===== config.mk =====
export PLATFORM = sky130hd
export DESIGN_NAME = split_on_separator
export DESIGN_NICKNAME = d
export VERILOG_FILES = /design/src/rtl/core/sos_pkg.sv /design/src/rtl/core/sos_core.sv /design/src/rtl/core/sos_queue.sv /design/src/rtl/core/split_on_separator.sv
export SDC_FILE = /design/constraint.sdc
export NUM_CORES = 1
export LEC_CHECK = 0
export BUFFER_PORTS_ARGS = -buffer_cell sky130_fd_sc_hd__buf_2
export CAP_MARGIN = 20
export CORE_MARGIN = 2
export CORE_UTILIZATION = 45
export DETAILED_ROUTE_END_ITERATION = 7
export HOLD_SLACK_MARGIN = 0.08
export PLACE_DENSITY = 0.66
export SETUP_SLACK_MARGIN = 0.02
export SYNTH_ARGS = -nofsm -noshare
export SYNTH_HDL_FRONTEND = slang
export SYNTH_SLANG_ARGS = --single-unit

===== constraint.sdc =====
create_clock -name clk -period 20.5 [get_ports clk]
set_clock_uncertainty 0.2 [all_clocks]
set_input_delay 2.05 -clock clk [delete_from_list [all_inputs] [get_ports clk]]
set_output_delay 2.05 -clock clk [all_outputs]
set_load 0.05 [all_outputs]

===== src/rtl/core/sos_pkg.sv =====
// Shared types and constants for the separator splitter.
`default_nettype none

package sos_pkg;

    // Character width and the widest separator the sep_chars register can hold
    localparam int CHAR_W  = 16;
    localparam int SEP_CAP = 4;

    // Result requests produced by one input request, at most
    localparam int PUSH_MAX = 3;

    // Result queue depth and the fill level up to which new requests are taken
    localparam int QUEUE_DEPTH  = 8;
    localparam int ACCEPT_LEVEL = QUEUE_DEPTH - 2 * PUSH_MAX;

    // Configuration register indexes
    typedef enum logic [0:0] {
        REG_SEP_LEN   = 1'b0,
        REG_SEP_CHARS = 1'b1
    } cfg_reg_t;

    // Result kinds
    typedef enum logic [1:0] {
        KIND_SEG     = 2'd0,
        KIND_DONE    = 2'd1,
        KIND_NOSPLIT = 2'd2,
        KIND_TOOLONG = 2'd3
    } kind_t;

    typedef struct packed {
        kind_t              kind;
        logic [CHAR_W-1:0]  start;
        logic [CHAR_W-1:0]  length;
        logic               last;
    } result_t;

    // Results from one request, in order, written into the queue together
    typedef struct packed {
        logic [1:0]                 count;
        result_t [PUSH_MAX-1:0]     items;
    } push_t;

endpackage

`default_nettype wire


===== src/rtl/core/sos_core.sv =====
// Input register, split state and result generation for one request per cycle.
`default_nettype none

module sos_core #(
    parameter int MAX_SEP = 4,
    parameter int MAX_LEN = 65536
) (
    input  wire logic                          clk,
    input  wire logic                          rst_n,
    input  wire logic                          accept,
    input  wire logic [sos_pkg::CHAR_W-1:0]    ch,
    input  wire logic                          has_char,
    input  wire logic                          end_of_string,
    input  wire logic [2:0]                    sep_len,
    input  wire logic [4*sos_pkg::CHAR_W-1:0]  sep_chars,
    output sos_pkg::push_t                     push
);

    localparam int WIN = (MAX_SEP < sos_pkg::SEP_CAP) ? MAX_SEP : sos_pkg::SEP_CAP;
    localparam int PW  = $clog2(MAX_LEN + 2);
    localparam logic [PW-1:0] LEN_LIMIT   = PW'(MAX_LEN);
    localparam logic [PW-1:0] TOO_LONG_PS = PW'(MAX_LEN + 1);
    localparam logic [2:0]    WIN_LEN     = 3'(WIN);

    typedef logic [sos_pkg::CHAR_W-1:0] char_t;

    // Registered request
    logic  item_valid_reg;
    char_t ch_reg;
    logic  has_reg;
    logic  eos_reg;

    // Split state
    char_t [WIN-1:0] window_reg,     window_next;
    logic [2:0]      csm_reg,        csm_next;
    logic [PW-1:0]   pos_reg,        pos_next;
    char_t           open_start_reg, open_start_next;
    logic            seg_open_reg,   seg_open_next;
    logic [1:0]      count_reg,      count_next;
    char_t           held_len_reg,   held_len_next;
    logic            held_valid_reg, held_valid_next;

    logic [2:0]      eff_len;
    char_t [WIN-1:0] win_shift;
    logic            win_match;
    char_t           match_len;

    // Request register
    always_ff @(posedge clk or negedge rst_n)
    begin
        if (!rst_n)
        begin
            item_valid_reg <= 1'b0;
        end
        else
        begin
            item_valid_reg <= accept;
        end
    end

    always_ff @(posedge clk)
    begin
        if (accept)
        begin
            ch_reg  <= ch;
            has_reg <= has_char;
            eos_reg <= end_of_string;
        end
    end

    // Effective separator length: zero acts as one, clipped to the window
    always_comb
    begin
        if (sep_len == 3'd0)
            eff_len = 3'd1;
        else if (sep_len > WIN_LEN)
            eff_len = WIN_LEN;
        else
            eff_len = sep_len;
    end

    // Window with the new character shifted in, compared against the separator
    always_comb
    begin
        logic [1:0] sel;
        sel = 2'd0;
        win_shift[0] = ch_reg;
        for (int k = 1; k < WIN; k++)
            win_shift[k] = window_reg[k-1];
        win_match = 1'b1;
        for (int k = 0; k < WIN; k++)
        begin
            // newest character meets the separator's last character
            sel = 2'(eff_len - 3'd1 - 3'(k));
            if (3'(k) < eff_len && win_shift[k] != sep_chars[{sel, 4'b0000} +: sos_pkg::CHAR_W])
                win_match = 1'b0;
        end
    end

    // Next state and results
    always_comb
    begin
        window_next     = window_reg;
        csm_next        = csm_reg;
        pos_next        = pos_reg;
        open_start_next = open_start_reg;
        seg_open_next   = seg_open_reg;
        count_next      = count_reg;
        held_len_next   = held_len_reg;
        held_valid_next = held_valid_reg;
        match_len       = '0;
        push            = '0;

        if (item_valid_reg)
        begin
            if (has_reg && pos_reg >= LEN_LIMIT)
            begin
                // overlong: character dropped, string marked
                pos_next = TOO_LONG_PS;
            end
            else if (has_reg)
            begin
                window_next = win_shift;
                if (csm_reg != 3'd7)
                    csm_next = csm_reg + 3'd1;

                // first character of a string or after a match opens a segment
                if (!seg_open_reg)
                begin
                    seg_open_next   = 1'b1;
                    open_start_next = char_t'(pos_reg);
                    if (count_reg != 2'd2)
                        count_next = count_reg + 2'd1;
                    if (count_next == 2'd2 && held_valid_reg)
                    begin
                        push.items[push.count] = '{sos_pkg::KIND_SEG, '0, held_len_reg, 1'b0};
                        push.count = push.count + 2'd1;
                        held_valid_next = 1'b0;
                    end
                end

                // separator completed: close the open segment
                if (csm_next >= eff_len && win_match)
                begin
                    match_len = char_t'(pos_reg) + char_t'(1) - char_t'(eff_len)
                                - open_start_next;
                    if (count_next == 2'd1)
                    begin
                        held_len_next   = match_len;
                        held_valid_next = 1'b1;
                    end
                    else
                    begin
                        push.items[push.count] = '{sos_pkg::KIND_SEG, open_start_next,
                                                   match_len, 1'b0};
                        push.count = push.count + 2'd1;
                    end
                    seg_open_next = 1'b0;
                    csm_next      = 3'd0;
                end
                pos_next = pos_reg + PW'(1);
            end

            // end of string: status, then back to the reset state
            if (eos_reg)
            begin
                if (pos_next > LEN_LIMIT)
                begin
                    push.items[push.count] = '{sos_pkg::KIND_TOOLONG, '0, '0, 1'b1};
                    push.count = push.count + 2'd1;
                end
                else if (count_next != 2'd2)
                begin
                    push.items[push.count] = '{sos_pkg::KIND_NOSPLIT, '0, '0, 1'b1};
                    push.count = push.count + 2'd1;
                end
                else
                begin
                    if (seg_open_next)
                    begin
                        push.items[push.count] = '{sos_pkg::KIND_SEG, open_start_next,
                                                   char_t'(pos_next) - open_start_next, 1'b0};
                        push.count = push.count + 2'd1;
                    end
                    push.items[push.count] = '{sos_pkg::KIND_DONE, '0, '0, 1'b1};
                    push.count = push.count + 2'd1;
                end
                window_next     = '0;
                csm_next        = 3'd0;
                pos_next        = '0;
                open_start_next = '0;
                seg_open_next   = 1'b0;
                count_next      = 2'd0;
                held_len_next   = '0;
                held_valid_next = 1'b0;
            end
        end
    end

    // State registers
    always_ff @(posedge clk or negedge rst_n)
    begin
        if (!rst_n)
        begin
            window_reg     <= '0;
            csm_reg        <= 3'd0;
            pos_reg        <= '0;
            open_start_reg <= '0;
            seg_open_reg   <= 1'b0;
            count_reg      <= 2'd0;
            held_len_reg   <= '0;
            held_valid_reg <= 1'b0;
        end
        else
        begin
            window_reg     <= window_next;
            csm_reg        <= csm_next;
            pos_reg        <= pos_next;
            open_start_reg <= open_start_next;
            seg_open_reg   <= seg_open_next;
            count_reg      <= count_next;
            held_len_reg   <= held_len_next;
            held_valid_reg <= held_valid_next;
        end
    end

endmodule

`default_nettype wire


===== src/rtl/core/sos_queue.sv =====
// Result queue: takes up to three results a cycle, hands out one unless head_stall is high.
`default_nettype none

module sos_queue (
    input  wire logic        clk,
    input  wire logic        rst_n,
    input  wire sos_pkg::push_t push,
    output logic             space_ok,
    output logic             head_valid,
    input  wire logic        head_stall,
    output sos_pkg::result_t head
);

    localparam int PTR_W = $clog2(sos_pkg::QUEUE_DEPTH);
    localparam int CNT_W = $clog2(sos_pkg::QUEUE_DEPTH + 1);

    sos_pkg::result_t mem [sos_pkg::QUEUE_DEPTH];

    logic [PTR_W-1:0] wr_ptr_reg, wr_ptr_next;
    logic [PTR_W-1:0] rd_ptr_reg, rd_ptr_next;
    logic [CNT_W-1:0] count_reg,  count_next;
    logic             pop;

    // Handshake and room for two more requests' worth of results
    assign head_valid = (count_reg != '0);
    assign pop        = head_valid && !head_stall;
    assign space_ok   = (count_reg <= CNT_W'(sos_pkg::ACCEPT_LEVEL));
    assign head       = mem[rd_ptr_reg];

    // Pointer and fill arithmetic
    always_comb
    begin
        wr_ptr_next = wr_ptr_reg + PTR_W'(push.count);
        rd_ptr_next = rd_ptr_reg + PTR_W'(pop);
        count_next  = count_reg + CNT_W'(push.count) - CNT_W'(pop);
    end

    always_ff @(posedge clk or negedge rst_n)
    begin
        if (!rst_n)
        begin
            wr_ptr_reg <= '0;
            rd_ptr_reg <= '0;
            count_reg  <= '0;
        end
        else
        begin
            wr_ptr_reg <= wr_ptr_next;
            rd_ptr_reg <= rd_ptr_next;
            count_reg  <= count_next;
        end
    end

    // Storage: consecutive slots from the write pointer
    always_ff @(posedge clk)
    begin
        for (int k = 0; k < sos_pkg::PUSH_MAX; k++)
        begin
            if (2'(k) < push.count)
                mem[wr_ptr_reg + PTR_W'(k)] <= push.items[k];
        end
    end

endmodule

`default_nettype wire


===== src/rtl/core/split_on_separator.sv =====
// Top level of the separator splitter: configuration registers, core and result queue.
//
// Splits a stream of 16-bit characters on a separator of one to four characters.
// One request is taken per cycle while in_stall is low; its results pass the
// request register and then an eight-entry result queue, which hands them out one
// per cycle while out_stall is low. A request can yield up to three results, so
// in_stall rises while the queue holds more than two results; with out_stall low
// and at most one result per request the block sustains one request per clock.
// Configuration is written through cfg_valid/cfg_ready (always ready); the user
// must write it only while no request is in flight, as the block does not check.
`default_nettype none

module split_on_separator #(
    parameter int MAX_SEP = 4,
    parameter int MAX_LEN = 65536
) (
    input  wire logic                          clk,
    input  wire logic                          rst_n,

    input  wire logic                          in_valid,
    output logic                               in_stall,
    input  wire logic [sos_pkg::CHAR_W-1:0]    ch,
    input  wire logic                          has_char,
    input  wire logic                          end_of_string,

    output logic                               out_valid,
    input  wire logic                          out_stall,
    output logic [1:0]                         kind,
    output logic [sos_pkg::CHAR_W-1:0]         seg_start,
    output logic [sos_pkg::CHAR_W-1:0]         seg_length,
    output logic                               last,

    input  wire logic                          cfg_valid,
    output logic                               cfg_ready,
    input  wire logic [0:0]                    cfg_index,
    input  wire logic [4*sos_pkg::CHAR_W-1:0]  cfg_data
);

    logic [2:0]                   sep_len_reg;
    logic [4*sos_pkg::CHAR_W-1:0] sep_chars_reg;

    logic             accept;
    logic             space_ok;
    sos_pkg::push_t   push;
    sos_pkg::result_t head;

    // Configuration registers
    assign cfg_ready = 1'b1;

    always_ff @(posedge clk or negedge rst_n)
    begin
        if (!rst_n)
        begin
            sep_len_reg   <= 3'd1;
            sep_chars_reg <= 64'd44;
        end
        else if (cfg_valid && cfg_ready)
        begin
            unique case (sos_pkg::cfg_reg_t'(cfg_index))
                sos_pkg::REG_SEP_LEN:   sep_len_reg   <= cfg_data[2:0];
                sos_pkg::REG_SEP_CHARS: sep_chars_reg <= cfg_data;
                default:                ;
            endcase
        end
    end

    // Input handshake
    assign in_stall = !space_ok;
    assign accept   = in_valid && !in_stall;

    sos_core #(
        .MAX_SEP (MAX_SEP),
        .MAX_LEN (MAX_LEN)
    ) u_core (
        .clk           (clk),
        .rst_n         (rst_n),
        .accept        (accept),
        .ch            (ch),
        .has_char      (has_char),
        .end_of_string (end_of_string),
        .sep_len       (sep_len_reg),
        .sep_chars     (sep_chars_reg),
        .push          (push)
    );

    sos_queue u_queue (
        .clk        (clk),
        .rst_n      (rst_n),
        .push       (push),
        .space_ok   (space_ok),
        .head_valid (out_valid),
        .head_stall (out_stall),
        .head       (head)
    );

    // Result fields
    assign kind       = head.kind;
    assign seg_start  = head.start;
    assign seg_length = head.length;
    assign last       = head.last;

endmodule

`default_nettype wire

; ---- Yosys cells after proc, flatten, opt, wreduce, memory -nomap -nowiden
; Memories as Yosys holds them, arrays and structs flattened.
; Cells that the tools add are included.
[totals]
register_bits = 200
mem_bits_rw = 280
in_bits = 88
elab_cells = 202
mem_count = 1
[mem_list]
columns = name, words, width, read_ports, rd_clocked_by_memory_dff, write_ports, line_no
row1 = u_queue.mem, 8, 35, 1, 0, 3, sos_queue.sv:17  ; sos_pkg::result_t mem [sos_pkg::QUEUE_DEPTH];
[classes]
add_sub_neg = 20
magnitude_cmp = 18
eq_ne = 10
n_shift = 4
mux = 97
bitwise_logic = 10
reduce_logical = 23
[op_table]
columns = cell, n
row1 = 107-bit two-way mux, 14
row2 = 64-bit by 7-bit variable part select with 16-bit output, 4
row3 = 35-bit two-way mux, 7
row4 = 105-bit bitwise mux, 2
row5 = 35-bit demux with 2-bit select, 3
row6 = 16-bit two-way mux, 13
row7 = 99-bit AND, 2
row8 = 99-bit inverter, 2
row9 = 48-bit two-way mux, 3
row10 = 96-bit AND, 1
row11 = 96-bit inverter, 1
row12 = 17-bit two-way mux, 5
row13 = 16-bit inequality test, 4
row14 = 2-bit two-way mux, 17
row15 = 16-bit subtractor, 2
row16 = 3-bit two-way mux, 10
row17 = 1-bit two-way mux, 23
row18 = "17-bit by 1-bit adder with 17-bit output, second input constant", 1
row19 = "17-bit >= comparator, second input constant", 1
row20 = "17-bit > comparator, second input constant", 1
row21 = "16-bit by 1-bit adder with 16-bit output, second input constant", 1
row22 = 16-bit by 3-bit subtractor with 16-bit output, 1
row23 = 1-bit logical AND, 12
row24 = 6-bit bitwise OR, 2
row25 = 32 further kinds, 50

; ---- Longest topological paths before layout
[depth]
ltp_word = 46
ltp_mapped = 29

; ---- Modules after synthesis
; Synthesis repeated with hierarchy kept, for this count alone.
[hier_totals]
cells_unflattened = 3607
area_unflattened_um2 = 33892.5
[by_module_without_submodules]
columns = mod, instances, cells_each, area_each_um2, seq_area_each_um2
row1 = sos_queue, 1, 2024, 19446.2, 8658.3
row2 = sos_core, 1, 1437, 11891.4, 3168.0
row3 = split_on_separator, 1, 146, 2555.0, 1681.6

; ---- Worst setup path before layout
; Ideal clock, no wire load.
[synth_path]
path_type = reg-to-reg
from = register sep_len_reg[0]
to = memory u_queue.mem[4][0] (netlist name) (enable)
arrival_time_ns = 6.761
path_slack_ns = 13.063
stages_incl_launch_ff = 22
n_path_buf = 3
synth_period_minus_slack_ns = 7.437
path_cell_list = dfstp_2 -> buf_6 -> buf_6 -> buf_2 -> mux2i_1 -> xor2_1 -> a41oi_1 -> nor4_1 -> nand4_1 -> a21bo_2 -> o31a_1 -> a31oi_4 -> ha_1 -> nor2b_1 -> nand2b_1 -> ha_1 -> nand2_1 -> o211a_1 -> o21ai_0 -> o21ai_0 -> a21oi_1 -> o21ai_0
[synth_lines]
columns = element, line_no
row1 = start: declaration, split_on_separator.sv:39  ; logic [2:0] sep_len_reg;
row2 = start signal: assignment, split_on_separator.sv:60  ; sos_pkg::REG_SEP_LEN: sep_len_reg <= cfg_data[2:0];
row3 = end: declaration, sos_queue.sv:17

==> flow_summary.yaml <==
yosys:
  syn_nets: 2983
  number_of_warning_messages_in_the_yosys_log: 0
  synth_xor_area_share_pct: 3.34
  synthTopCellsByCount: "sky130_fd_sc_hd__mux2i_1 (614), sky130_fd_sc_hd__edfxtp_1 (298), sky130_fd_sc_hd__dfrtp_1 (178)"
  mappedNetlistArea_um2: 32200
  async_flop_share_pct: 37.9
  ys.flop_type: "sky130_fd_sc_hd__edfxtp_1"
  synth.mux.area_fraction_pct: 28.1
  yosysTopAreaCell: "sky130_fd_sc_hd__edfxtp_1"
  synthMostInstantiatedCell: "sky130_fd_sc_hd__mux2i_1"
  synth_simple_gate_area_share_pct: 7.25
  synthesis.area_per_instance_um2: 11.5
  synthesis.instances: 2809
  post_synth_fa_ha_maj_area_fraction_pct: 3.48
  synth.yosys.seq_area_share_pct: 41.9
  synth-edff-count: 298
  postSynthRegisterBits: 480
  synth_compound_area_share_pct: 10.8
  main_combinational_cell_family_by_area_after_synthesis: "multiplexers"
  synth.top_cells.by_area: "sky130_fd_sc_hd__edfxtp_1 (28%), sky130_fd_sc_hd__mux2i_1 (19%), sky130_fd_sc_hd__dfrtp_1 (14%)"
  synth_top_area_share_pct: 27.8
  synth_cell_types: 95
worst_setup_path:
  critical_path.max_fanout: 36
  critPathCapture: "u_queue.mem[7][2]"
  critical_path_buf_inv_count: 3
  timing.critical_path.from_type: "register"
  slowest_delay_ns: 1.02
  timing.critical_path.max_delay_family: "compound AO/OA/AOI/OAI gates"
  worstSetupStartpoint: "sep_len_reg[0]"
  reg2reg_setup_slack_ns: 12.38
  cell_chain_of_the_critical_path: "nand2b_2 > nand2_1 > inv_1 > o211ai_1 > a21oi_1 > o2111ai_1 > nor4_1 > a21bo_2 > o31a_1 > a31oi_4 > ha_1 > nor2b_1 > nand2b_1 > ha_1 > nand2_1 > o211a_1 > o21a_2 > buf_4 > a41o_2 > buf_12"
  worst_r2r_path_depth: 20
  r2r-end: "u_queue.mem[7][2]"
  cp_num_cells: 20
  cp.required_ns: 20.61
  rr_startpoint: "sep_len_reg[0]"
  critical_path_arrival_ns: 8.23
  timing.critical_path.to_type: "register"
  critical_path_s_slowest_cell: "sky130_fd_sc_hd__dfstp_2"
  critical_path_class: "register to register"
die:
  die_width_um: 272
  num_rows: 98
  die_height_um: 272
  area_of_the_die_um2: 73800
  core_um2: 71200
  pin_count: 126
  floorplan.initialDensity_pct: 45.2
detailed_routing:
  antenna_left: 0
  post_drt_wl_per_cell_um: 26.2
  detailroute.via_count: 24024
  drtIter0Drc: 2322
  drt-total-wl_mm: 100
  detail_route.drc_violations: 0
  avgViaCountPerCell: 6.29
  drtPass1Iterations: 6
grt:
  grt_pass1_wl_mm: 152
  global_route.overflow_total: 0
  antenna_found_initial: 0
  grt_max_degree: 67
  grt_usage_pct: 26.7
  first_global_vias: 24318
placed_design:
  place_worst_setup_slack_ns: 12.25
  port_buffers: 124
  globalplace.congestion: 0.965
  dpl_cell_area_um2: 33500
  numPlacedInstances: 3716
  detailed_place_hpwl_mm: 68.2
sta:
  whs_ns: 0.283
  timing.setup.tns_ns: 0
  grt_setup_unrepaired: "false"
  setup_viol_count_final: 0
  fmaxAchievable_ghz: 0.123
  report.final.hold_viol_count: 0
  worst_relative_slew_slack_pct: 22.6
  worst-slew-pin-transition_ns: 1.16
  report.final.slew_viol_count: 0
  min_period_ns: 8.12
  min_period_over_period_pct: 39.6
  post-route-worst-setup-slack_ns: 12.38
layout:
  flow.area_growth_from_synthesis_pct: 9.87
  share_of_post_route_cells_with_drive_strength_above_1_pct: 18.3
  final_design_area_no_fill_um2: 35400
  number_of_non_filler_instances_in_the_completed_layout: 3818
  finish.utilization_pct: 49.7
  flip_flop_count_of_the_largest_register_all_copies_and_words_added: 280
  final_layout_net_count: 2998
clock_network:
  clk_pin_slew_worst_paths_ns: 0.06
  cts_sinks: 480
  cts-htree-levels: 2
  cts_hold_buf: 0
  cts_buffers: 53
  postCtsSetupRepairBufs: 0
  clk_path_buf_depth: 3
  cts-root-buf: "sky130_fd_sc_hd__clkbuf_16"
  cts_tree: "yes"
  worstSkewPairLatency_ns: 0.62
  cts_repair_resize_count: 0
power:
  p_clk_share_pct: 25.9
  p_per_area_nw_per_um2: 109
  seqPwrFrac_pct: 35.5
  worst_ir_drop_vdd_v: 0.0000747
  combPwrFrac_pct: 38.6
  power.switching_fraction_pct: 40.6
  netSwitchingPower_mw: 1.56
  static_leakage_power_nw: 14.5
  internal_power_mw: 2.29
  report.power.total_mw: 3.85
job:
  max_cap_violations: 0
worst_hold_path:
  worst_hold_path_type: "register to register"
run_status:
  outcome: "finished, final reports clean"
-- layout make-up --
cell class,instances,area [µm²]
tap,950,1190
sequential,480,13500
clock inverter,26,323
inverter,147,552
antenna,1,2.50
clock buffer,72,1470
fill,6227,35800
multi-input combinational,1963,17300
timing repair buffer,179,1080
-- worst min path at each step --
stage,endpoint,slack (ns),from,depth (start not counted)
after floorplan,u_core.held_len_reg[15],0.25,u_core.held_len_reg[15],2
after global placement,u_core.held_len_reg[11],0.26,u_core.held_len_reg[11],2
after detailed placement,u_core.held_len_reg[13],0.27,u_core.held_len_reg[13],2
after CTS,u_core.held_len_reg[13],0.29,u_core.held_len_reg[13],2
after global routing,u_core.held_len_reg[14],0.31,u_core.held_len_reg[14],2
final,u_core.held_len_reg[13],0.28,u_core.held_len_reg[13],2
-- layout by cell type, fill, tap and decap left out, types with 46 or more instances in the layout --
master,n
sky130_fd_sc_hd__mux2i_1,614
sky130_fd_sc_hd__edfxtp_1,298
sky130_fd_sc_hd__dfrtp_1,174
sky130_fd_sc_hd__nand2_1,159
sky130_fd_sc_hd__inv_1,144
sky130_fd_sc_hd__buf_2,123
sky130_fd_sc_hd__mux2_2,118
sky130_fd_sc_hd__nor2_1,94
sky130_fd_sc_hd__ha_1,80
sky130_fd_sc_hd__a21oi_1,79
sky130_fd_sc_hd__mux4_2,70
sky130_fd_sc_hd__xnor2_1,67
sky130_fd_sc_hd__clkbuf_16,55
sky130_fd_sc_hd__o22ai_1,54
sky130_fd_sc_hd__xor2_1,52
sky130_fd_sc_hd__buf_4,52
sky130_fd_sc_hd__a22o_1,50
sky130_fd_sc_hd__o21ai_0,46
-- worst register-to-register path: cells and delay by family, from the launching register on --
| kind | cells | cell delay (ns) |
|---|---|---|
| adder cells (fa/ha/maj) | 2 | 0.60 |
| AND/OR/NAND/NOR | 6 | 1.56 |
| buffers and inverters | 3 | 1.46 |
| flip-flops | 1 | 1.02 |
| AO/OA/AOI/OAI | 9 | 2.95 |
-- layer usage --
metal / wire (µm) / up-vias / GRT usage, % / part of all wire [%]
met5: 0 / - / 0 / 0
met4: 3480 / 0 / 9.09 / 3.5
met3: 7550 / 238 / 4.05 / 7.5
met2: 46500 / 1093 / 43.4 / 46
met1: 42700 / 12100 / 36.6 / 43
li1: - / 10593 / - / -
-- kinds of logic (layout without fill, tap and decap cells) --
logic type | count (synthesis) | in the layout
xor gates and xnor gates | 121 | 121
and+or+nand+nor | 475 | 475
adders and majority gates | 86 | 86
muxes | 802 | 802
DFF | 480 | 480
AOI/OAI and AO/OA | 478 | 478
other | 1 | 2
buffers and inverters | 366 | 424
-- power groups by stage --
stage / Clock [mW] / Combinational (mW) / Sequential (mW)
2_1_floorplan: 0 / 1.16 / 1.23
3_3_place_gp: 0 / 1.45 / 1.38
3_5_place_dp: 0 / 1.47 / 1.38
4_1_cts: 1.01 / 1.48 / 1.36
5_1_grt: 1.05 / 1.59 / 1.38
6_report: 0.997 / 1.49 / 1.37
(Power assumes the default switching activity.)
